===== src/hdl/four_lane_green_scheduler_assert.svh =====
// ----------------------------------------------------------------------------
// Assertion macros for the four lane green scheduler
// Clocked concurrent checks with reset gating; each use makes one labeled
// assertion that reports through $error.
// ----------------------------------------------------------------------------
`ifndef FOUR_LANE_GREEN_SCHEDULER_ASSERT_SVH
`define FOUR_LANE_GREEN_SCHEDULER_ASSERT_SVH

// Consequent must hold in the same cycle as the antecedent.
`define FLS_ASSERT_SAME(label, clk, rst_n, ante, cons, msg) \
    label: assert property (@(posedge clk) disable iff (!rst_n) (ante) |-> (cons)) \
        else $error(msg);

// Consequent must hold in the cycle after the antecedent.
`define FLS_ASSERT_NEXT(label, clk, rst_n, ante, cons, msg) \
    label: assert property (@(posedge clk) disable iff (!rst_n) (ante) |=> (cons)) \
        else $error(msg);

`endif


===== src/hdl/fls_pkg.sv =====
// ----------------------------------------------------------------------------
// fls_pkg
// Types, codes and constants shared by the four lane green scheduler.
// ----------------------------------------------------------------------------
package fls_pkg;

    localparam int NUM_LANES  = 4;
    localparam int LANE_W     = 2;
    localparam int COUNT_W    = 10;
    localparam int WAIT_W     = 16;
    localparam int CYCLE_W    = 16;
    localparam int GREEN_W    = 8;
    localparam int SCORE_W    = 7;
    localparam int TOTAL_W    = 12;
    localparam int CFG_ADDR_W = 5;
    localparam int CFG_DATA_W = 32;
    localparam int CFG_IDX_W  = 3;

    // Item opcodes
    localparam logic OP_LOAD = 1'b0;
    localparam logic OP_RUN  = 1'b1;

    // Register indexes (byte address = 4 * index)
    localparam logic [CFG_IDX_W-1:0] REG_EMERGENCY_THRESHOLD = 3'd0;
    localparam logic [CFG_IDX_W-1:0] REG_HIGH_THRESHOLD      = 3'd1;
    localparam logic [CFG_IDX_W-1:0] REG_MID_THRESHOLD       = 3'd2;
    localparam logic [CFG_IDX_W-1:0] REG_GREEN_LONG          = 3'd3;
    localparam logic [CFG_IDX_W-1:0] REG_GREEN_MEDIUM        = 3'd4;
    localparam logic [CFG_IDX_W-1:0] REG_GREEN_SHORT         = 3'd5;
    localparam logic [CFG_IDX_W-1:0] REG_DISCHARGE_AMOUNT    = 3'd6;

    // Register reset values
    localparam logic [COUNT_W-1:0] RST_EMERGENCY_THRESHOLD = 10'd40;
    localparam logic [COUNT_W-1:0] RST_HIGH_THRESHOLD      = 10'd40;
    localparam logic [COUNT_W-1:0] RST_MID_THRESHOLD       = 10'd20;
    localparam logic [GREEN_W-1:0] RST_GREEN_LONG          = 8'd60;
    localparam logic [GREEN_W-1:0] RST_GREEN_MEDIUM        = 8'd45;
    localparam logic [GREEN_W-1:0] RST_GREEN_SHORT         = 8'd30;
    localparam logic [COUNT_W-1:0] RST_DISCHARGE_AMOUNT    = 10'd20;

    localparam logic [CYCLE_W-1:0] CYCLE_RESET = 16'd1;
    localparam logic [WAIT_W-1:0]  WAIT_MAX    = 16'hFFFF;

    // Score: 100 - total / 10, zero once total reaches 1000
    localparam logic [SCORE_W-1:0] SCORE_MAX        = 7'd100;
    localparam logic [TOTAL_W-1:0] SCORE_ZERO_TOTAL = 12'd1000;
    // floor(x * 6554 / 2^16) == floor(x / 10) for all x below 1000
    localparam int                 RECIP_W     = 13;
    localparam logic [RECIP_W-1:0] RECIP_TEN   = 13'd6554;
    localparam int                 RECIP_SHIFT = 16;
    localparam int                 PROD_W      = COUNT_W + RECIP_W;

    typedef logic [COUNT_W-1:0] count_t;
    typedef logic [WAIT_W-1:0]  wait_t;
    typedef logic [CYCLE_W-1:0] cycle_t;
    typedef count_t [NUM_LANES-1:0] count_vec_t;
    typedef wait_t  [NUM_LANES-1:0] wait_vec_t;

    typedef struct packed {
        logic [COUNT_W-1:0] emergency_threshold;
        logic [COUNT_W-1:0] high_threshold;
        logic [COUNT_W-1:0] mid_threshold;
        logic [GREEN_W-1:0] green_long;
        logic [GREEN_W-1:0] green_medium;
        logic [GREEN_W-1:0] green_short;
        logic [COUNT_W-1:0] discharge_amount;
    } cfg_t;

    typedef struct packed {
        logic               op;
        logic [COUNT_W-1:0] lane0_count;
        logic [COUNT_W-1:0] lane1_count;
        logic [COUNT_W-1:0] lane2_count;
        logic [COUNT_W-1:0] lane3_count;
    } in_item_t;

    typedef struct packed {
        logic [LANE_W-1:0]  granted_lane;
        logic [GREEN_W-1:0] green_seconds;
        logic               is_emergency;
        logic [COUNT_W-1:0] served_count;
        logic [WAIT_W-1:0]  served_wait;
        logic [SCORE_W-1:0] score;
        logic               all_empty;
        logic [CYCLE_W-1:0] cycle_index;
    } out_item_t;

    typedef struct packed {
        count_vec_t counts;
        wait_vec_t  waits;
        cycle_t     cycle;
    } lane_state_t;

endpackage


===== src/hdl/four_lane_green_scheduler.sv =====
// ----------------------------------------------------------------------------
// four_lane_green_scheduler
// Grants green phases to four lanes from their queued counts and waits.
//
//   channel  direction  handshake              payload
//   in       input      in_valid / in_stall    in_data  (fls_pkg::in_item_t)
//   out      output     out_valid / out_stall  out_data (fls_pkg::out_item_t)
//   cfg      input      APB psel/penable       paddr, pwdata, prdata
//
// One item per cycle, sustained, unless a stalled output holds a run item. A
// run item leaves the input register and lands in the result register after
// one pass through the scheduling logic, which then raises out_valid; a load
// item passes from the input register into the lane counts and gives no result.
// Reset clears counts and waits, sets the cycle counter to one and loads
// the register defaults. A stalled output holds back run items only; load
// items keep flowing past a full result register.
// ----------------------------------------------------------------------------
`include "four_lane_green_scheduler_assert.svh"

module four_lane_green_scheduler (
    input  logic                              clk,
    input  logic                              rst_n,
    input  logic                              in_valid,
    output logic                              in_stall,
    input  fls_pkg::in_item_t                 in_data,
    output logic                              out_valid,
    input  logic                              out_stall,
    output fls_pkg::out_item_t                out_data,
    input  logic                              psel,
    input  logic                              penable,
    input  logic                              pwrite,
    input  logic [fls_pkg::CFG_ADDR_W-1:0]    paddr,
    input  logic [fls_pkg::CFG_DATA_W-1:0]    pwdata,
    output logic [fls_pkg::CFG_DATA_W-1:0]    prdata,
    output logic                              pready
);

    fls_pkg::cfg_t        cfg;
    fls_pkg::lane_state_t state;
    fls_pkg::lane_state_t run_next;
    fls_pkg::out_item_t   result;
    fls_pkg::count_vec_t  load_counts;

    logic                 in_vld_reg;
    logic                 in_vld_next;
    fls_pkg::in_item_t    in_data_reg;
    logic                 out_vld_reg;
    logic                 out_vld_next;
    fls_pkg::out_item_t   out_data_reg;

    logic                 in_xfer;
    logic                 advance;
    logic                 load_en;
    logic                 run_en;

    fls_cfg_regs u_cfg (
        .clk     (clk),
        .rst_n   (rst_n),
        .psel    (psel),
        .penable (penable),
        .pwrite  (pwrite),
        .paddr   (paddr),
        .pwdata  (pwdata),
        .prdata  (prdata),
        .pready  (pready),
        .cfg     (cfg)
    );

    fls_sched_calc u_calc (
        .cfg    (cfg),
        .cur    (state),
        .result (result),
        .nxt    (run_next)
    );

    fls_lane_state u_state (
        .clk         (clk),
        .rst_n       (rst_n),
        .load_en     (load_en),
        .load_counts (load_counts),
        .run_en      (run_en),
        .run_next    (run_next),
        .state       (state)
    );

    always_comb
    begin
        load_counts[0] = in_data_reg.lane0_count;
        load_counts[1] = in_data_reg.lane1_count;
        load_counts[2] = in_data_reg.lane2_count;
        load_counts[3] = in_data_reg.lane3_count;
    end

    // A run item advances only when the result register is free or draining
    assign advance  = in_vld_reg &&
                      ((in_data_reg.op == fls_pkg::OP_LOAD) || !out_vld_reg || !out_stall);
    assign load_en  = advance && (in_data_reg.op == fls_pkg::OP_LOAD);
    assign run_en   = advance && (in_data_reg.op == fls_pkg::OP_RUN);
    assign in_stall = in_vld_reg && !advance;
    assign in_xfer  = in_valid && !in_stall;

    always_comb
    begin
        if (in_xfer)
            in_vld_next = 1'b1;
        else if (advance)
            in_vld_next = 1'b0;
        else
            in_vld_next = in_vld_reg;
    end

    always_comb
    begin
        if (run_en)
            out_vld_next = 1'b1;
        else if (out_vld_reg && !out_stall)
            out_vld_next = 1'b0;
        else
            out_vld_next = out_vld_reg;
    end

    always_ff @(posedge clk or negedge rst_n)
    begin
        if (!rst_n)
        begin
            in_vld_reg  <= 1'b0;
            out_vld_reg <= 1'b0;
        end
        else
        begin
            in_vld_reg  <= in_vld_next;
            out_vld_reg <= out_vld_next;
        end
    end

    always_ff @(posedge clk)
    begin
        if (in_xfer)
            in_data_reg <= in_data;
        if (run_en)
            out_data_reg <= result;
    end

    assign out_valid = out_vld_reg;
    assign out_data  = out_data_reg;

    `FLS_ASSERT_SAME(a_no_overwrite, clk, rst_n, out_vld_reg && out_stall, !run_en, "result overwritten while stalled")
    `FLS_ASSERT_NEXT(a_run_gives_result, clk, rst_n, run_en, out_vld_reg, "run transfer gave no result")
    `FLS_ASSERT_SAME(a_stall_needs_item, clk, rst_n, in_stall, in_vld_reg, "input stalled with empty input register")
    `FLS_ASSERT_NEXT(a_cycle_advance, clk, rst_n, run_en, state.cycle == fls_pkg::CYCLE_W'($past(state.cycle) + 1'b1), "cycle counter did not advance on run")

endmodule


===== src/hdl/fls_cfg_regs.sv =====
// ----------------------------------------------------------------------------
// fls_cfg_regs
// APB register file holding the scheduler thresholds, green times and discharge amount.
// ----------------------------------------------------------------------------
module fls_cfg_regs (
    input  logic                              clk,
    input  logic                              rst_n,
    input  logic                              psel,
    input  logic                              penable,
    input  logic                              pwrite,
    input  logic [fls_pkg::CFG_ADDR_W-1:0]    paddr,
    input  logic [fls_pkg::CFG_DATA_W-1:0]    pwdata,
    output logic [fls_pkg::CFG_DATA_W-1:0]    prdata,
    output logic                              pready,
    output fls_pkg::cfg_t                     cfg
);

    fls_pkg::cfg_t                    cfg_reg;
    fls_pkg::cfg_t                    cfg_next;
    logic                             wr_en;
    logic [fls_pkg::CFG_IDX_W-1:0]    reg_idx;

    assign pready  = 1'b1;
    assign wr_en   = psel & penable & pwrite;
    assign reg_idx = paddr[fls_pkg::CFG_ADDR_W-1:2];
    assign cfg     = cfg_reg;

    always_comb
    begin
        cfg_next = cfg_reg;
        if (wr_en)
        begin
            unique case (reg_idx)
                fls_pkg::REG_EMERGENCY_THRESHOLD:
                    cfg_next.emergency_threshold = pwdata[fls_pkg::COUNT_W-1:0];
                fls_pkg::REG_HIGH_THRESHOLD:
                    cfg_next.high_threshold = pwdata[fls_pkg::COUNT_W-1:0];
                fls_pkg::REG_MID_THRESHOLD:
                    cfg_next.mid_threshold = pwdata[fls_pkg::COUNT_W-1:0];
                fls_pkg::REG_GREEN_LONG:
                    cfg_next.green_long = pwdata[fls_pkg::GREEN_W-1:0];
                fls_pkg::REG_GREEN_MEDIUM:
                    cfg_next.green_medium = pwdata[fls_pkg::GREEN_W-1:0];
                fls_pkg::REG_GREEN_SHORT:
                    cfg_next.green_short = pwdata[fls_pkg::GREEN_W-1:0];
                fls_pkg::REG_DISCHARGE_AMOUNT:
                    cfg_next.discharge_amount = pwdata[fls_pkg::COUNT_W-1:0];
                default:
                    cfg_next = cfg_reg;
            endcase
        end
    end

    always_ff @(posedge clk or negedge rst_n)
    begin
        if (!rst_n)
        begin
            cfg_reg.emergency_threshold <= fls_pkg::RST_EMERGENCY_THRESHOLD;
            cfg_reg.high_threshold      <= fls_pkg::RST_HIGH_THRESHOLD;
            cfg_reg.mid_threshold       <= fls_pkg::RST_MID_THRESHOLD;
            cfg_reg.green_long          <= fls_pkg::RST_GREEN_LONG;
            cfg_reg.green_medium        <= fls_pkg::RST_GREEN_MEDIUM;
            cfg_reg.green_short         <= fls_pkg::RST_GREEN_SHORT;
            cfg_reg.discharge_amount    <= fls_pkg::RST_DISCHARGE_AMOUNT;
        end
        else
        begin
            cfg_reg <= cfg_next;
        end
    end

    always_comb
    begin
        unique case (reg_idx)
            fls_pkg::REG_EMERGENCY_THRESHOLD:
                prdata = fls_pkg::CFG_DATA_W'(cfg_reg.emergency_threshold);
            fls_pkg::REG_HIGH_THRESHOLD:
                prdata = fls_pkg::CFG_DATA_W'(cfg_reg.high_threshold);
            fls_pkg::REG_MID_THRESHOLD:
                prdata = fls_pkg::CFG_DATA_W'(cfg_reg.mid_threshold);
            fls_pkg::REG_GREEN_LONG:
                prdata = fls_pkg::CFG_DATA_W'(cfg_reg.green_long);
            fls_pkg::REG_GREEN_MEDIUM:
                prdata = fls_pkg::CFG_DATA_W'(cfg_reg.green_medium);
            fls_pkg::REG_GREEN_SHORT:
                prdata = fls_pkg::CFG_DATA_W'(cfg_reg.green_short);
            fls_pkg::REG_DISCHARGE_AMOUNT:
                prdata = fls_pkg::CFG_DATA_W'(cfg_reg.discharge_amount);
            default:
                prdata = '0;
        endcase
    end

endmodule


===== src/hdl/fls_sched_calc.sv =====
// ----------------------------------------------------------------------------
// fls_sched_calc
// Single-pass scheduling logic: lane pick, green grading, wait aging,
// discharge and score for one run item.
// ----------------------------------------------------------------------------
module fls_sched_calc (
    input  fls_pkg::cfg_t        cfg,
    input  fls_pkg::lane_state_t cur,
    output fls_pkg::out_item_t   result,
    output fls_pkg::lane_state_t nxt
);

    logic [fls_pkg::NUM_LANES-1:0] emerg_hit;
    logic                          emerg;
    logic [fls_pkg::LANE_W-1:0]    emerg_lane;
    logic [fls_pkg::LANE_W-1:0]    max_lane;
    logic [fls_pkg::LANE_W-1:0]    lane;
    fls_pkg::count_t               served_cnt;
    fls_pkg::count_t               left_cnt;
    fls_pkg::wait_t                served_wait;
    logic [fls_pkg::GREEN_W-1:0]   green;
    logic [fls_pkg::TOTAL_W-1:0]   total;
    logic [fls_pkg::PROD_W-1:0]    prod;
    logic [fls_pkg::SCORE_W-1:0]   quot;
    logic [fls_pkg::SCORE_W-1:0]   score;

    always_comb
    begin
        for (int i = 0; i < fls_pkg::NUM_LANES; i++)
        begin
            emerg_hit[i] = cur.counts[i] >= cfg.emergency_threshold;
        end
    end

    assign emerg = |emerg_hit;

    // Lowest-index emergency lane wins
    always_comb
    begin
        if (emerg_hit[0])
            emerg_lane = 2'd0;
        else if (emerg_hit[1])
            emerg_lane = 2'd1;
        else if (emerg_hit[2])
            emerg_lane = 2'd2;
        else
            emerg_lane = 2'd3;
    end

    // Strictly larger count replaces, so ties keep the lower index
    always_comb
    begin
        max_lane = '0;
        for (int i = 1; i < fls_pkg::NUM_LANES; i++)
        begin
            if (cur.counts[i] > cur.counts[max_lane])
                max_lane = fls_pkg::LANE_W'(i);
        end
    end

    assign lane        = emerg ? emerg_lane : max_lane;
    assign served_cnt  = cur.counts[lane];
    // An empty lane has its wait cleared before it is reported
    assign served_wait = (served_cnt == '0) ? '0 : cur.waits[lane];
    assign left_cnt    = (served_cnt > cfg.discharge_amount) ?
                         served_cnt - cfg.discharge_amount : '0;

    always_comb
    begin
        if (served_cnt > cfg.high_threshold)
            green = cfg.green_long;
        else if (served_cnt > cfg.mid_threshold)
            green = cfg.green_medium;
        else
            green = cfg.green_short;
    end

    always_comb
    begin
        for (int i = 0; i < fls_pkg::NUM_LANES; i++)
        begin
            if (fls_pkg::LANE_W'(i) == lane)
            begin
                nxt.counts[i] = left_cnt;
                nxt.waits[i]  = '0;
            end
            else
            begin
                nxt.counts[i] = cur.counts[i];
                if (cur.counts[i] == '0)
                    nxt.waits[i] = '0;
                else if (cur.waits[i] != fls_pkg::WAIT_MAX)
                    nxt.waits[i] = cur.waits[i] + 1'b1;
                else
                    nxt.waits[i] = cur.waits[i];
            end
        end
        nxt.cycle = cur.cycle + 1'b1;
    end

    assign total = fls_pkg::TOTAL_W'(nxt.counts[0]) + fls_pkg::TOTAL_W'(nxt.counts[1])
                 + fls_pkg::TOTAL_W'(nxt.counts[2]) + fls_pkg::TOTAL_W'(nxt.counts[3]);

    // Divide by ten through a reciprocal; valid for totals below 1000
    assign prod = fls_pkg::PROD_W'(total[fls_pkg::COUNT_W-1:0])
                * fls_pkg::PROD_W'(fls_pkg::RECIP_TEN);
    assign quot = prod[fls_pkg::RECIP_SHIFT +: fls_pkg::SCORE_W];

    assign score = (total >= fls_pkg::SCORE_ZERO_TOTAL) ? '0 : fls_pkg::SCORE_MAX - quot;

    always_comb
    begin
        result.granted_lane  = lane;
        result.green_seconds = green;
        result.is_emergency  = emerg;
        result.served_count  = served_cnt;
        result.served_wait   = served_wait;
        result.score         = score;
        result.all_empty     = (total == '0);
        result.cycle_index   = cur.cycle;
    end

endmodule


===== src/hdl/fls_lane_state.sv =====
// ----------------------------------------------------------------------------
// fls_lane_state
// Lane counts, lane waits and the run cycle counter; written by load and
// run transfers.
// ----------------------------------------------------------------------------
module fls_lane_state (
    input  logic                 clk,
    input  logic                 rst_n,
    input  logic                 load_en,
    input  fls_pkg::count_vec_t  load_counts,
    input  logic                 run_en,
    input  fls_pkg::lane_state_t run_next,
    output fls_pkg::lane_state_t state
);

    fls_pkg::lane_state_t state_reg;
    fls_pkg::lane_state_t state_next;

    assign state = state_reg;

    always_comb
    begin
        state_next = state_reg;
        if (run_en)
            state_next = run_next;
        else if (load_en)
            state_next.counts = load_counts;
    end

    always_ff @(posedge clk or negedge rst_n)
    begin
        if (!rst_n)
        begin
            state_reg.counts <= '0;
            state_reg.waits  <= '0;
            state_reg.cycle  <= fls_pkg::CYCLE_RESET;
        end
        else
        begin
            state_reg <= state_next;
        end
    end

endmodule

===== config.mk =====
export PLATFORM = sky130hd
export DESIGN_NAME = four_lane_green_scheduler
export DESIGN_NICKNAME = d
export VERILOG_FILES = /design/src/hdl/fls_pkg.sv /design/src/hdl/four_lane_green_scheduler.sv /design/src/hdl/fls_cfg_regs.sv /design/src/hdl/fls_sched_calc.sv /design/src/hdl/fls_lane_state.sv
export VERILOG_INCLUDE_DIRS = /design/src /design/src/hdl
export SDC_FILE = /design/constraint.sdc
export NUM_CORES = 1
export LEC_CHECK = 0
export ABC_AREA = 0
export BUFFER_PORTS_ARGS = -buffer_cell sky130_fd_sc_hd__buf_2
export CELL_PAD_IN_SITES_DETAIL_PLACEMENT = 1
export CELL_PAD_IN_SITES_GLOBAL_PLACEMENT = 2
export CORE_MARGIN = 2
export CORE_UTILIZATION = 42
export DETAILED_ROUTE_END_ITERATION = 6
export PLACE_DENSITY = 0.91
export REMOVE_ABC_BUFFERS = 1
export SLEW_MARGIN = 20
export SYNTH_ARGS = -nofsm -noshare
export SYNTH_HDL_FRONTEND = slang
export SYNTH_SLANG_ARGS = --single-unit

===== constraint.sdc =====
create_clock -name clk -period 52.2 [get_ports clk]
set_input_delay 5.22 -clock clk [delete_from_list [all_inputs] [get_ports clk]]
set_output_delay 5.22 -clock clk [all_outputs]
set_load 0.02 [all_outputs]

==> impl_metrics.csv, run 1 <==
group,metric,value,unit
status,run_status,"completed",
grt,globalRouteTotalUtil,23.98,%
clocking,cts_setup_buffers,0,
clocking,clock_latency,0.56,ns
clocking,htreeDepth,2,
critical_path,worstPathArrival,22.30,ns
final_layout,diodes,0,
drt,route.vias.total,16120,
clocking,clkSlewWorstSetupHoldPaths,0.07,ns
critical_path,type_of_the_worst_setup_path,"reg2reg",
critical_path,reg2reg_setup_slack,30.31,ns
yosys,synth_cells,2046,
critical_path,timing.critical_path.to_type,"register",
grt,grt_antenna_before_repair,0,
sta,timing_worst_slew_pin_value,1.079,ns
yosys,async_flop_share,64.58,%
final_layout,layout.core_utilization,47.50,%
final_layout,stdcell_area,22540,µm²
floorplanning,start_util,42.32,%
sta,post-route-period-util,41.94,%
sta,totalNegativeSetupSlack,0,ns
sta,rsz_0062_raised_after_global_routing,"false",
drt,drc,0,
floorplanning,rows,80,
drt,drt_first_iter_violations,916,
min_path,hold_crit_path_type,"reg2reg",
clocking,hold_buffers,0,
yosys,synth_simple_gate_area_share,13.12,%
final_layout,layout-area-overhead-vs-synth,12.24,%
clocking,cts_resized,0,
floorplanning,die_area,49570,µm²
min_path,worst_hold_path.num_cells,0,
grt,via_count_of_the_first_global_routing_pass,17330,
final_layout,area.sequential,7744,µm²
sta,final-max-slew-violation-count,0,
critical_path,slowest_delay,0.92,ns
clocking,tritoncts,"built",
grt,grt.overflow.total,0,
yosys,synth_edf_count,102,
critical_path,worstPathMaxFanout,22,
yosys,synth.ff_latch_count,288,
drt,wl_per_cell,21.04,µm
placed_design,place_congestion,0.9173,
floorplanning,core_region_area,47450,µm²
placed_design,port_buffers,133,
min_path,hold_path_end,"out_data[15]",
yosys,muxShareOfSynthArea,8.107,%
critical_path,crit_path_start_kind,"register",
critical_path,regToRegEndpoint,"out_data[23]",
grt,grt_max_degree,71,
clocking,cts_root_buf,"clkbuf_16",
floorplanning,die_h,222.7,µm
min_path,timing.hold.worst.start,"u_state.state[15]",
yosys,synthesized_area_fraction_occupied_by_ao_oa_aoi_and_oai_cells,15.55,%
placed_design,place.detailed.hpwl,44450,µm
clocking,cts_inserted_buffers,36,
floorplanning,boundary_pins,181,
placed_design,numPlacedInstances,2745,
final_layout,nNetsFinal,2485,
placed_design,placedInstanceArea,21310,µm²
yosys,synthAdderAreaFrac,15.90,%
sta,worst_slew_margin_rel,27.73,%
drt,via_per_inst,5.733,
drt,ant_nets,0,
sta,final-hold-violation-count,0,
clocking,cts_max_path_buffers,3,
yosys,synth_xor_area_share,2.879,%
critical_path,number_of_cells_traversed_by_the_worst_register_to_register_path,75,
final_layout,final_cell_count_no_fill,2812,
grt,grt_pass1_wl,94880,µm
critical_path,worst_ep_required_time,52.61,ns
yosys,combinational_family_with_the_most_area_after_synthesis,"adder cells",
yosys,syn-cell-area,20080,µm²
sta,achievable-frequency,0.04568,GHz
final_layout,multi_input_area,11300,µm²
clocking,cts_sinks,288,
final_layout,nFillCells,5345,
flow_run,drv_cap,0,
final_layout,max_ffs_per_register,120,
yosys,ys_seq_area_share,38.57,%
drt,drt_pass1_iterations,5,
final_layout,drive_above_1_share,16.07,%
yosys,synth_flop_cell,"dfrtp_1",
yosys,synth.distinct_cells,90,
yosys,syn-mean-instance-area,9.814,µm²
critical_path,timing.critical_path.slowest_stage_cell,"nor3_1",
drt,routed_wirelength,59180,µm
sta,clock_skew,0.02054,ns
critical_path,worst_r2r_startpoint,"u_state.state[83]",
sta,timing.final.setup_violations,0,
sta,post-route-min-period,21.89,ns
yosys,total_of_warnings_raised_by_yosys,0,
floorplanning,floorplan.die.width,222.7,µm
critical path, delay by kind of cell (launching register included):
family	cells	cell delay, ns
xor+xnor	2	0.39
fa+ha+maj	16	6.27
mux	2	1.03
simple gates	18	5.84
flops	1	0.61
buf+inv	9	1.21
compound gates	28	6.33
cell usage in the layout, fill, tap and decap left out, drive strengths merged, types with 17 or more instances in the layout:
cell,instances
o21ai,155
ha,192
mux2i,67
xnor2,33
dfstp,21
inv,178
fa,39
xor2,33
nor2,154
nor3,22
a21oi,158
nand3,46
clkbuf,51
a31oi,17
nand2,157
and3,50
a21o,56
nand4,35
buf,157
mux2,71
dfrtp,165
conb,23
edfxtp,102
worst max path at each step:
| stage | from | to | slack [ns] | depth (start not counted) |
|---|---|---|---|---|
| 6_report | u_state.state[83] | out_data[23] | 30.31 | 75 |
| 3_5_place_dp | u_state.state[83] | out_data[23] | 30.67 | 75 |
| 3_3_place_gp | u_state.state[83] | out_data[23] | 31.32 | 75 |
| 2_1_floorplan | u_state.state[83] | out_data[23] | 32.55 | 75 |
| 5_1_grt | u_state.state[83] | out_data[23] | 28.81 | 76 |
| 4_1_cts | u_state.state[83] | out_data[23] | 30.60 | 75 |
final cells by class:
cell class | instances | share of cell area [%]
well taps | 615 | 3.414
repair buffers | 158 | 3.842
inverters | 176 | 2.937
multi-input cells | 1509 | 50.15
clock inverters | 16 | 0.7495
flip-flops and latches | 288 | 34.36
clock buffers | 50 | 4.547
metal layers:
metal	vias to the layer above	part of all wire, %	wire length, µm	global-route usage, %
li1	7532	-	-	-
met3	128	4.6	2740	3.901
met1	8089	44	26130	31.39
met5	-	0	0	0
met4	0	3.6	2130	8.963
met2	371	48	28180	39.98
cell usage after synthesis (22+ instances only):
master	number	share of area [%]
a21o_1	56	2.1
a21oi_1	147	3.7
and3_1	50	1.6
buf_4	31	1.2
clkbuf_1	43	0.80
dfrtp_1	165	21
edfxtp_1	102	15
fa_1	39	3.9
ha_1	192	12
inv_1	174	3.3
mux2_2	65	3.6
mux2i_1	67	3.3
nand2_1	156	2.9
nand3_1	46	1.1
nand4_1	35	1.1
nor2_1	154	2.9
nor3_1	22	0.55
o21ai_0	126	3.1
o21ai_1	29	0.72
xnor2_1	33	1.4
xor2_1	33	1.4
cell families (layout without fill, tap and decap cells):
logic type / count (synthesis) / in the layout
other: 2 / 23
flip-flops: 288 / 288
AO/OA/AOI/OAI: 495 / 495
XOR/XNOR: 66 / 66
multiplexers: 145 / 145
AND/OR/NAND/NOR: 548 / 548
buffers and inverters: 270 / 400
adder cells (fa/ha/maj): 232 / 232
through the flow:
stage | setup WS, ns | hold WS (ns)
finish | 30.31 | 0.4908
global route | 28.81 | 0.5102
CTS | 30.60 | 0.4989
detailed placement | 30.67 | 0.4684
global placement | 31.32 | 0.4556
floorplan | 32.55 | 0.4410
Power of run 1 is not shown: default switching activity piles up to over one toggle a cycle in this logic, so the estimate is an artifact.
==> run 2: changes to the inputs <==
CORE_UTILIZATION = 39   (was 42)
PLACE_DENSITY = 0.86   (was 0.91)
clock period = 22.8 ns   (was 52.2 ns; I/O delays follow)
==> impl_metrics.csv, run 2 (same netlist as run 1, synthesis figures left out) <==
group,metric,value,unit
final_layout,mostFrequentLayoutCells,"ha_1, inv_1, dfrtp_1, nand2_1, nor2_1",
min_path,timing.hold.worst.start,"u_state.state[5]",
drt,wl_per_cell,20.51,µm
placed_design,place.detailed.hpwl,44580,µm
critical_path,reg2reg_setup_slack,1.84,ns
floorplanning,die_h,230.9,µm
critical_path,slowest_delay,0.68,ns
sta,post-route-min-period,20.96,ns
final_layout,nFillCells,5841,
flow_run,drv_cap,0,
critical_path,crit_path_start_kind,"register",
clocking,cts_inserted_buffers,36,
drt,route.vias.total,16050,
final_layout,drive_above_1_share,15.87,%
grt,grt_max_degree,71,
sta,rsz_0062_raised_after_global_routing,"false",
final_layout,diodes,0,
critical_path,path_delay_family,"adder cells",
critical_path,worstPathMaxFanout,51,
critical_path,worst_r2r_startpoint,"u_state.state[83]",
sta,clock_skew,0.01651,ns
final_layout,final_cell_count_no_fill,2879,
final_layout,area.sequential,7744,µm²
status,run_status,"completed",
sta,timing.final.setup_violations,0,
floorplanning,start_util,39.30,%
final_layout,multi_input_area,11300,µm²
sta,final-max-slew-violation-count,0,
critical_path,worstPathArrival,21.36,ns
clocking,tritoncts,"built",
drt,via_per_inst,5.574,
sta,totalNegativeSetupSlack,0,ns
critical_path,worst_ep_required_time,23.21,ns
sta,post-route-period-util,91.91,%
placed_design,numPlacedInstances,2812,
clocking,clock_latency,0.56,ns
final_layout,most_common_cell_after_layout_fill_and_taps_aside,"ha_1",
critical_path,timing.critical_path.to_type,"register",
clocking,cts_resized,0,
final_layout,layout.core_utilization,44.23,%
grt,grt_antenna_before_repair,0,
clocking,hold_buffers,0,
floorplanning,core_region_area,51090,µm²
placed_design,place_congestion,0.9131,
sta,achievable-frequency,0.04772,GHz
drt,drt_first_iter_violations,768,
critical_path,timing.critical_path.slowest_stage_cell,"a2111oi_0",
placed_design,port_buffers,133,
clocking,cts_max_path_buffers,3,
floorplanning,boundary_pins,181,
grt,grt.overflow.total,0,
floorplanning,floorplan.die.width,230.9,µm
final_layout,max_ffs_per_register,120,
critical_path,crit_buf_inv,11,
critical_path,critPathLaunch,"u_state.state[83]",
critical_path,type_of_the_worst_setup_path,"reg2reg",
clocking,cts_root_buf,"clkbuf_16",
final_layout,layout-area-overhead-vs-synth,12.54,%
floorplanning,die_area,53320,µm²
grt,via_count_of_the_first_global_routing_pass,16970,
drt,routed_wirelength,59060,µm
clocking,cts_sinks,288,
floorplanning,rows,83,
grt,grt_pass1_wl,93540,µm
drt,drc,0,
final_layout,nNetsFinal,2487,
drt,ant_nets,0,
clocking,cts_setup_buffers,0,
clocking,htreeDepth,2,
clocking,clkSlewWorstSetupHoldPaths,0.06,ns
drt,drt_pass1_iterations,5,
sta,final-hold-violation-count,0,
sta,timing_worst_slew_pin_value,1.097,ns
grt,globalRouteTotalUtil,22.25,%
min_path,hold_crit_path_type,"reg2reg",
sta,worst_slew_margin_rel,26.55,%
## run 2: cell count changes in the layout (fill, tap and decap cells not counted), sizes merged
cell	delta
clkbuf	-1
clkinv	-1
buf	+2
clkinvlp	+1
bufinv	+1
## run 2: metrics by stage
step / instance area, µm² / hold slack (ns) / setup slack (ns)
2_1_floorplan: 19650 / 0.4410 / 3.145
3_3_place_gp: 21400 / 0.4584 / 2.600
3_5_place_dp: 21410 / 0.4638 / 2.037
4_1_cts: 22580 / 0.4912 / 1.956
5_1_grt: 22600 / 0.5021 / 0.4024
6_report: 22600 / 0.4835 / 1.844
## run 2: final timing paths
| check | cells after the start | end |
|---|---|---|
| setup / recovery | 76 | out_data[23] |
| hold reg to reg | 1 | u_state.state[5] |
| max in group asynchronous | 2 | u_state.state[110] |
| min in group asynchronous | 1 | u_cfg.cfg[32] |
| setup reg to reg | 76 | out_data[23] |
| hold / removal | 1 | u_state.state[5] |
## run 2: metal layers
layer / wire, µm / GRT usage (%) / up-vias
li1: - / - / 7531
met1: 26520 / 29.44 / 8074
met2: 28330 / 37.53 / 343
met3: 2579 / 3.211 / 99
met4: 1635 / 6.956 / 0
met5: 0 / 0 / -
## run 2: worst reg2reg max path, delay by kind of cell, from the launching register on
| kind | cells | cell delay (ns) |
|---|---|---|
| xor gates and xnor gates | 2 | 0.39 |
| and+or+nand+nor | 17 | 4.29 |
| AOI/OAI and AO/OA | 29 | 6.29 |
| DFF | 1 | 0.59 |
| adders and majority gates | 16 | 6.50 |
| muxes | 1 | 0.67 |
| buffers and inverters | 11 | 2.05 |
## run 2: area by class of cell
type / instances / share of cell area [%]
Tap cell: 680 / 3.765
Clock buffer: 49 / 4.291
Timing Repair Buffer: 160 / 3.882
Sequential cell: 288 / 34.27
Clock inverter: 17 / 0.8638
Multi-Input combinational cell: 1509 / 50.00
Inverter: 176 / 2.929
Power of run 2 is left out for the same reason.
